File: src/rtl/awt_pkg.sv
// Package for the allocation watch table: table entry, op codes, status codes, sequencer states.
package awt_pkg;

  localparam int DEF_SLOTS  = 64;
  localparam int DEF_OWNERS = 64;

  localparam int ADDR_W  = 64;
  localparam int OWNER_W = 6;
  localparam int OP_W    = 2;

  localparam logic [OP_W-1:0] OP_ALLOC = 2'd0;
  localparam logic [OP_W-1:0] OP_FREE  = 2'd1;
  localparam logic [OP_W-1:0] OP_PURGE = 2'd2;

  typedef enum logic [1:0] {
    ST_OK      = 2'd0,
    ST_FULL    = 2'd1,
    ST_NOMATCH = 2'd2
  } status_t;

  typedef enum logic [1:0] {
    S_CLEAR,
    S_IDLE,
    S_SCAN,
    S_DONE
  } seq_state_t;

  typedef struct packed {
    logic               valid;
    logic [OWNER_W-1:0] owner;
    logic [ADDR_W-1:0]  base;
  } entry_t;

endpackage

File: src/rtl/alloc_watch_table.sv
// Allocation watch table: slot memory with a sequential scan engine.
//
// Input channel (in_valid / in_stall): one beat carries op, address and owner.
// A beat is taken when in_valid is high and in_stall is low; in_stall is low
// only while the engine is idle, so one item is in work at a time.
// Output channel (out_valid / out_stall): one beat per item with status,
// slot, purged and active_count, held in an output register.
//
// Each item walks the slot memory from slot 0, one read per cycle; the read
// data is registered and comes in the next cycle, and a hit writes back in
// that same cycle. Alloc stops at the first free slot and free at the first
// matching slot; a miss, and every purge, walks every slot; an unused op goes
// straight to its result. The next beat can be taken in the cycle after the
// result is loaded; throughput is set by the one-read-per-cycle memory walk.
//
// Reset starts a clearing pass that writes every slot invalid, one slot per
// cycle; in_stall stays high during it. The active count resets to zero.
// While the receiver stalls a finished result, the result register holds it
// and the engine waits before returning to idle.
module alloc_watch_table
  import awt_pkg::*;
#(
  parameter int SLOTS  = DEF_SLOTS,
  parameter int OWNERS = DEF_OWNERS
) (
  input  logic               clk,
  input  logic               rst,
  input  logic               in_valid,
  output logic               in_stall,
  input  logic [OP_W-1:0]    op,
  input  logic [ADDR_W-1:0]  address,
  input  logic [OWNER_W-1:0] owner,
  output logic               out_valid,
  input  logic               out_stall,
  output logic [1:0]         status,
  output logic [5:0]         slot,
  output logic [6:0]         purged,
  output logic [6:0]         active_count
);

  localparam int IW = $clog2(SLOTS);
  localparam int CW = $clog2(SLOTS + 1);
  localparam logic [IW:0]   SLOTS_W = (IW+1)'(SLOTS);
  localparam logic [IW-1:0] LAST_IDX = IW'(SLOTS - 1);
  localparam logic [CW-1:0] SLOTS_C = CW'(SLOTS);

  entry_t mem [SLOTS];
  entry_t mem_q;
  logic           we;
  logic [IW-1:0]  waddr;
  entry_t         wdata;
  logic           re;
  logic [IW-1:0]  raddr;

  seq_state_t     state, state_next;
  logic [IW:0]    issue, issue_next;
  logic           pend, pend_next;
  logic [IW-1:0]  pidx, pidx_next;
  logic [CW-1:0]  cnt, cnt_next;
  logic [CW-1:0]  pcount, pcount_next;
  status_t        res_status, res_status_next;
  logic [IW-1:0]  res_slot, res_slot_next;

  logic [OP_W-1:0]    cur_op;
  logic [ADDR_W-1:0]  cur_addr;
  logic [OWNER_W-1:0] cur_owner;
  logic               cur_owner_ok;

  logic accept;
  logic out_load;
  logic base_hit;
  logic owner_hit;
  logic [IW+5:0] slot_ext;
  logic [CW+6:0] purged_ext;
  logic [CW+6:0] count_ext;

  assign accept   = in_valid && !in_stall;
  assign in_stall = (state != S_IDLE);
  assign out_load = (state == S_DONE) && (!out_valid || !out_stall);

  assign base_hit  = (mem_q.base == cur_addr);
  assign owner_hit = (mem_q.owner == cur_owner);

  // slot memory, one write and one registered read per cycle
  always_ff @(posedge clk) begin
    if (we) begin
      mem[waddr] <= wdata;
    end
    if (re) begin
      mem_q <= mem[raddr];
    end
  end

  always_comb begin
    state_next      = state;
    issue_next      = issue;
    pend_next       = 1'b0;
    pidx_next       = pidx;
    cnt_next        = cnt;
    pcount_next     = pcount;
    res_status_next = res_status;
    res_slot_next   = res_slot;
    we              = 1'b0;
    waddr           = pidx;
    wdata           = mem_q;
    re              = 1'b0;
    raddr           = issue[IW-1:0];

    unique case (state)
      S_CLEAR: begin
        we         = 1'b1;
        waddr      = issue[IW-1:0];
        wdata      = '0;
        issue_next = issue + 1'b1;
        if (issue[IW-1:0] == LAST_IDX) begin
          issue_next = '0;
          state_next = S_IDLE;
        end
      end
      S_IDLE: begin
        if (in_valid) begin
          issue_next      = '0;
          pcount_next     = '0;
          res_status_next = ST_OK;
          res_slot_next   = '0;
          if (op == OP_ALLOC || op == OP_FREE || op == OP_PURGE) begin
            state_next = S_SCAN;
          end else begin
            state_next = S_DONE;
          end
        end
      end
      S_SCAN: begin
        if (issue < SLOTS_W) begin
          re         = 1'b1;
          pend_next  = 1'b1;
          pidx_next  = issue[IW-1:0];
          issue_next = issue + 1'b1;
        end
        if (pend) begin
          priority if (cur_op == OP_ALLOC) begin
            if (!mem_q.valid) begin
              we            = 1'b1;
              wdata.valid   = 1'b1;
              wdata.owner   = cur_owner;
              wdata.base    = cur_addr;
              cnt_next      = cnt + 1'b1;
              res_slot_next = pidx;
              pend_next     = 1'b0;
              state_next    = S_DONE;
            end else if (pidx == LAST_IDX) begin
              res_status_next = ST_FULL;
              pend_next       = 1'b0;
              state_next      = S_DONE;
            end
          end else if (cur_op == OP_FREE) begin
            if (mem_q.valid && base_hit && owner_hit) begin
              we          = 1'b1;
              wdata.valid = 1'b0;
              if (cnt != '0) begin
                cnt_next = cnt - 1'b1;
              end
              res_slot_next = pidx;
              pend_next     = 1'b0;
              state_next    = S_DONE;
            end else if (pidx == LAST_IDX) begin
              res_status_next = ST_NOMATCH;
              pend_next       = 1'b0;
              state_next      = S_DONE;
            end
          end else begin
            // purge: clear every hit and keep walking to the last slot
            if (mem_q.valid && owner_hit && cur_owner_ok) begin
              we          = 1'b1;
              wdata.valid = 1'b0;
              if (cnt != '0) begin
                cnt_next = cnt - 1'b1;
              end
              pcount_next = pcount + 1'b1;
            end
            if (pidx == LAST_IDX) begin
              pend_next  = 1'b0;
              state_next = S_DONE;
            end
          end
        end
      end
      S_DONE: begin
        if (out_load) begin
          state_next = S_IDLE;
        end
      end
      default: begin
        state_next = S_IDLE;
      end
    endcase
  end

  always_ff @(posedge clk) begin
    if (rst) begin
      state <= S_CLEAR;
      issue <= '0;
      pend  <= 1'b0;
      cnt   <= '0;
    end else begin
      state <= state_next;
      issue <= issue_next;
      pend  <= pend_next;
      cnt   <= cnt_next;
    end
  end

  always_ff @(posedge clk) begin
    pidx       <= pidx_next;
    pcount     <= pcount_next;
    res_status <= res_status_next;
    res_slot   <= res_slot_next;
    if (accept) begin
      cur_op       <= op;
      cur_addr     <= address;
      cur_owner    <= owner;
      cur_owner_ok <= (32'(owner) < OWNERS);
    end
  end

  assign slot_ext   = {6'b0, res_slot};
  assign purged_ext = {7'b0, (cur_op == OP_PURGE) ? pcount : {CW{1'b0}}};
  assign count_ext  = {7'b0, cnt};

  // result register
  always_ff @(posedge clk) begin
    if (rst) begin
      out_valid <= 1'b0;
    end else if (out_load) begin
      out_valid <= 1'b1;
    end else if (out_valid && !out_stall) begin
      out_valid <= 1'b0;
    end
  end

  always_ff @(posedge clk) begin
    if (out_load) begin
      status       <= res_status;
      slot         <= slot_ext[5:0];
      purged       <= purged_ext[6:0];
      active_count <= count_ext[6:0];
    end
  end

  a_count_range: assert property (@(posedge clk) disable iff (rst)
    cnt <= SLOTS_C)
    else $error("active count above slot count");

  a_pend_scan: assert property (@(posedge clk) disable iff (rst)
    (state != S_SCAN) |-> !pend)
    else $error("read pending outside scan");

  a_accept_busy: assert property (@(posedge clk) disable iff (rst)
    accept |=> (state == S_SCAN || state == S_DONE))
    else $error("accepted beat did not start work");

  a_done_load: assert property (@(posedge clk) disable iff (rst)
    out_load |=> (out_valid && state == S_IDLE))
    else $error("result load did not raise out_valid");

endmodule

File: config.mk
export PLATFORM = sky130hd
export DESIGN_NAME = alloc_watch_table
export DESIGN_NICKNAME = d
export VERILOG_FILES = /design/src/rtl/awt_pkg.sv /design/src/rtl/alloc_watch_table.sv
export SDC_FILE = /design/constraint.sdc
export NUM_CORES = 2
export LEC_CHECK = 0
export ABC_AREA = 1
export BUFFER_PORTS_ARGS = -buffer_cell sky130_fd_sc_hd__buf_2
export CAP_MARGIN = 20
export CORE_AREA = 2 2 731 733
export DETAILED_ROUTE_END_ITERATION = 10
export DIE_AREA = 0 0 733 735
export HOLD_SLACK_MARGIN = 0.15
export SLEW_MARGIN = 20
export SYNTH_ARGS = -nofsm -noshare
export SYNTH_HDL_FRONTEND = slang
export SYNTH_MEMORY_MAX_BITS = 65536
export SYNTH_SLANG_ARGS = --single-unit
File: constraint.sdc
create_clock -name clk -period 15.5 [get_ports clk]
set_clock_uncertainty 0.05 [all_clocks]
set_input_delay 3.875 -clock clk [delete_from_list [all_inputs] [get_ports clk]]
set_output_delay 3.875 -clock clk [all_outputs]
set_load 0.01 [all_outputs]
# [Word-level counts from Yosys, hierarchy flattened]
# Memories as Yosys holds them, arrays and structs flattened. A register that Yosys moved wholly into a read port is not among the register bits.
# Index checks and enable logic that the tools add are counted.
[totals] reg_bits=133 ram_bits=4544 input_bits=76 out_inout_bits=24 word_cells=149 memories=1
[memory_table] memory="mem" depth=64 word_bits=71 read_ports=1 rd_ports_with_merged_regs=1 write_ports=1 line="alloc_watch_table.sv:47" text="entry_t mem [SLOTS];"
[classes] addsub=4 n_lt_le_gt_ge=1 n_eq_ne=28 muxes=70 bitwise_logic=1 n_reduce_logical=28
[ops] operator="71-bit one-hot mux with 2 select lines" count=1
[ops] operator="70-bit two-way mux" count=2
[ops] operator="7-bit two-way mux" count=13
[ops] operator="71-bit two-way mux" count=1
[ops] operator="64-bit == test" count=1
[ops] operator="6-bit two-way mux" count=7
[ops] operator="2-bit two-way mux" count=17
[ops] operator="1-bit two-way mux" count=23
[ops] operator="7-bit by 1-bit adder with 7-bit output, second input constant" count=3
[ops] operator="7-bit one-hot mux with 3 select lines" count=1
[ops] operator="2-bit != test, second input constant" count=10
[ops] operator="3-bit != test, second input constant" count=5
[ops] operator="7-bit one-hot mux with 2 select lines" count=1
[ops] operator="6-bit == test, second input constant" count=2
[ops] operator="6-bit one-hot mux with 2 select lines" count=1
[ops] operator="6-bit AND reduction" count=2
[ops] operator="2-bit == test, second input constant" count=4
[ops] operator="2-bit one-hot mux with 4 select lines" count=1
[ops] operator="7-bit < comparator, second input constant" count=1
[ops] operator="7-bit AND reduction" count=1
[ops] operator="7-bit nonzero test" count=1
[ops] operator="7-bit by 1-bit subtractor with 7-bit output, second input constant" count=1
[ops] operator="2-bit by 1-bit == test with 1-bit output, second input constant" count=3
[ops] operator="6-bit == test" count=1
[ops] operator="other kinds (16)" count=29

# [Depth between registers and ports, before layout]
[logic_depth] depth_word=10 ltp_mapped=14 depth_no_buf=14

# [Worst setup path before layout]
# OpenSTA, ideal clock, no wires.
[synth_timing] kind="input port to flip-flop" start="input port in_valid" end="register cur_addr[0] (enable)" setup_ns=0.426 arrival_ns=5.327 required_time_ns=15.024 setup_slack_ns=9.697 path_stages=2 n_path_buf=0 path_cell_list="nand2_1 -> inv_1"
[synth_between] elab_chain_cells=1
[synth_rtl] element="start: declaration" line="alloc_watch_table.sv:28" text="input logic in_valid,"
[synth_rtl] element="1-bit logical AND" line="alloc_watch_table.sv:77" text="assign accept = in_valid && !in_stall;"
[synth_rtl] element="net accept" line="alloc_watch_table.sv:69" text="logic accept;"
[synth_rtl] element="end signal: assignment" line="alloc_watch_table.sv:220" text="cur_addr <= address;"
[synth_rtl] element="end: declaration" line="alloc_watch_table.sv:65" text="logic [ADDR_W-1:0] cur_addr;"
# The timed path passes the listed nets, and every way through them passes these cells.
# A chain may end at the register's enable or synchronous reset.

# [Worst setup path in the final report]
[layout_timing] start="register state[1]" end="output port in_stall"
[layout_between] elab_chain_cells=1
[layout_rtl] element="start: declaration" line="alloc_watch_table.sv:55" text="seq_state_t state, state_next;"
[layout_rtl] element="start signal: assignment" line="alloc_watch_table.sv:206" text="state <= state_next;"
[layout_rtl] element="2-bit by 1-bit != test with 1-bit output" line="alloc_watch_table.sv:78" text="assign in_stall = (state != S_IDLE);"
[layout_rtl] element="end: declaration" line="alloc_watch_table.sv:29" text="output logic in_stall,"
# Every way passes these cells.

==> metrics <==
power per cell area=127 nW/µm²; peak supply drop=0.000109 V; Core Rows=268; crit-path leading delay family=buffers and inverters; non-filler cells, final=21000; DRT Wirelength=611000 µm; Ys Warns=0; RePlAce Congestion=0.842; Initial Utilization=34.9%; Layout fillers=49200; Tmin final=6270 ps; LEAKAGE=59.5 nW; Hold Path Class=flop to flop; Pins Over Slew Limit=0; Max clock buf depth=4; fin nets=13700; first-pass GRT wire length=858000 µm; mapped cell area=185000 µm²; TritonCTS clock tree=yes; Setup Fix Bufs, Post-CTS=0; asr flop ratio synth=0%; Die ar.=539000 µm²; # clock sinks=4748; worst-path cell chain=inv_1, ha_1, inv_1, buf_2; clk root buf=clkbuf_16; worst path bufs/invs=3; CP dominant cell by count=inv_1; post-route ant nets=0; Critical Path RT=11580 ps; status=finished, final reports clean; share of cells above drive strength 1=8.89%; sw power=6.13 mW; setup total negative slack=0 ps; crit path capture type=output pin; switch share=23.1%; most frequent cells in the layout=edfxtp_1 (4730), nor2_1 (2393), o21ai_0 (2251); Comb pwr share=5.8%; placed cells=20100; Most used DFF post-synth=edfxtp_1; Yosys top cell by area=edfxtp_1; Power Internal=20.4 mW; vias per cell=5.79; Top Ports=100; Max Fanout on Critical Path=6; CORE AREA=531000 µm²; clock slew at reported path FFs=70 ps; worst slew pin tran=1220 ps; hold_buf cts=0; #FFs+latches synth=4748; critical path type=flop to output pin; CP startpoint kind=flop; largest net degree at the start of global routing=213; final setup fails=0; commonest non-fill, non-tap cell in the layout=edfxtp_1; RSZ-0062 raised after global routing=no; Mapped Cells=13600; drt pass-1 iters=6; gr ovfl total=0; DP HPWL=328000 µm; EDFF count, synth=4730; H-Tree Depth=5; Syn Area/Cell=13.6 µm²; Mapped Nets=13700; Vias=122000; crit share post-route=40.4%; Clk pwr share=41.3%; Post-CTS Resized=0; initial drt markers=17900; Synth cell types=39; clk_lat worst skew=1070 ps; Hold Worst Slack=411 ps; synth top area cells=edfxtp_1 (77%), o21ai_0 (6.1%), nor2_1 (5.0%); Max transition margin=18.8%; Peak Freq=160 MHz; drt drc=0; Yosys top cell area share=76.6%; CP peak stage delay=430 ps; Die Y=735 µm; Worst EP arrival=2340 ps; count of input and output buffers=99; Area growth syn-to-layout=12.9%; final hold violation count=0; Seq pwr share=52.9%; initial antenna violation count=47; MaxCap Viol Count=0; Die Span X=733 µm; critical path's slowest cell=dfxtp_1; vias in the first global route=111000; cts bufs inserted=459; Routed WL per cell=29.1 µm; GRT Overall Usage=21.8%; sequential area share after synthesis=76.8%
[registers in the layout, summed over array words and instances (netlist names), 6 cells and up]
register / flops
cur_addr: 64
slot: 6
mem_q: 71
cnt: 7
cur_owner: 6
issue: 7
active_count: 7
pidx: 6
res_slot: 6
mem: 4544
purged: 7
pcount: 7
[power groups by stage]
stage	clock (mW)	sequential, mW	combinational, mW
global placement	0	14.3	1.49
floorplan	0	14.3	0.950
detailed placement	0	14.3	1.50
CTS	11.0	14.0	1.51
finish	10.9	14.0	1.53
global route	11.5	14.0	1.64
[kinds of logic (layout without fill, tap and decap cells)]
logic type / count (synthesis) / after routing / share of synthesized area, %
AO/OA/AOI/OAI: 3769 / 3769 / 11.8
XOR/XNOR: 26 / 26 / 0.123
adder cells (fa/ha/maj): 12 / 12 / 0.0851
buffers and inverters: 1177 / 1506 / 2.83
flip-flops: 4748 / 4748 / 76.8
other: 0 / 29 / 0
AND/OR/NAND/NOR: 3891 / 3891 / 8.36
[path summary, 6_finish.rpt]
path / from / cells past startpoint / end / slack [ps]
worst min register to register: res_status[1]$_SDFFCE_PN0P_ / 0 / status[1]$_DFFE_PP_ / 410
worst max register to register: cur_addr[12]$_DFFE_PP_ / 14 / mem[15][42]$_DFFE_PP_ / 9280
worst max-delay path: state[1]$_SDFFE_PP0P_ / 4 / in_stall / 9230
worst min-delay path: res_status[1]$_SDFFCE_PN0P_ / 0 / status[1]$_DFFE_PP_ / 410
[metal layers]
layer  track usage, %  part of all wire [%]  vias to the layer above
li1                 -                     -                    51200
met1             31.1                    40                    62000
met2             33.1                    45                     7224
met3             4.21                    11                     1078
met4             8.16                   4.0                       18
met5                0                 0.020                        -
[final cells by class]
type | count | area (µm²) | share of cell area (%)
Sequential cell | 4748 | 142000 | 68.1
Inverter | 206 | 842 | 0.403
Clock inverter | 287 | 2510 | 1.20
Antenna cell | 29 | 72.6 | 0.0347
Clock buffer | 558 | 11900 | 5.70
Timing Repair Buffer | 455 | 3420 | 1.64
Multi-Input combinational cell | 7698 | 39200 | 18.7
Tap cell | 7020 | 8780 | 4.20
[Yosys cell counts, types with 3 or more instances]
cell type,number
nand4_1,63
edfxtp_1,4730
o22ai_1,732
inv_1,200
nor4_1,3
clkbuf_2,4
a21oi_1,166
xor2_1,23
o21ai_0,2251
xnor2_1,3
o221ai_1,457
nand3_1,553
buf_4,70
buf_1,34
nor2_1,2460
nand2_1,798
ha_1,11
inv_2,4
o21ai_1,44
buf_6,32
o211ai_1,111
buf_2,245
nor3_1,8
dfxtp_1,18
clkbuf_1,585
[through the flow]
step	util, %	setup WS (ps)	instance area [µm²]	power [mW]
after floorplan	-	9700	185000	15.2
after global placement	36.6	9650	194000	15.8
after detailed placement	36.6	9460	195000	15.8
after CTS	39.4	9210	209000	26.5
after global routing	39.4	9190	209000	27.1
final	39.4	9230	209000	26.5
(Power assumes the default switching activity.)
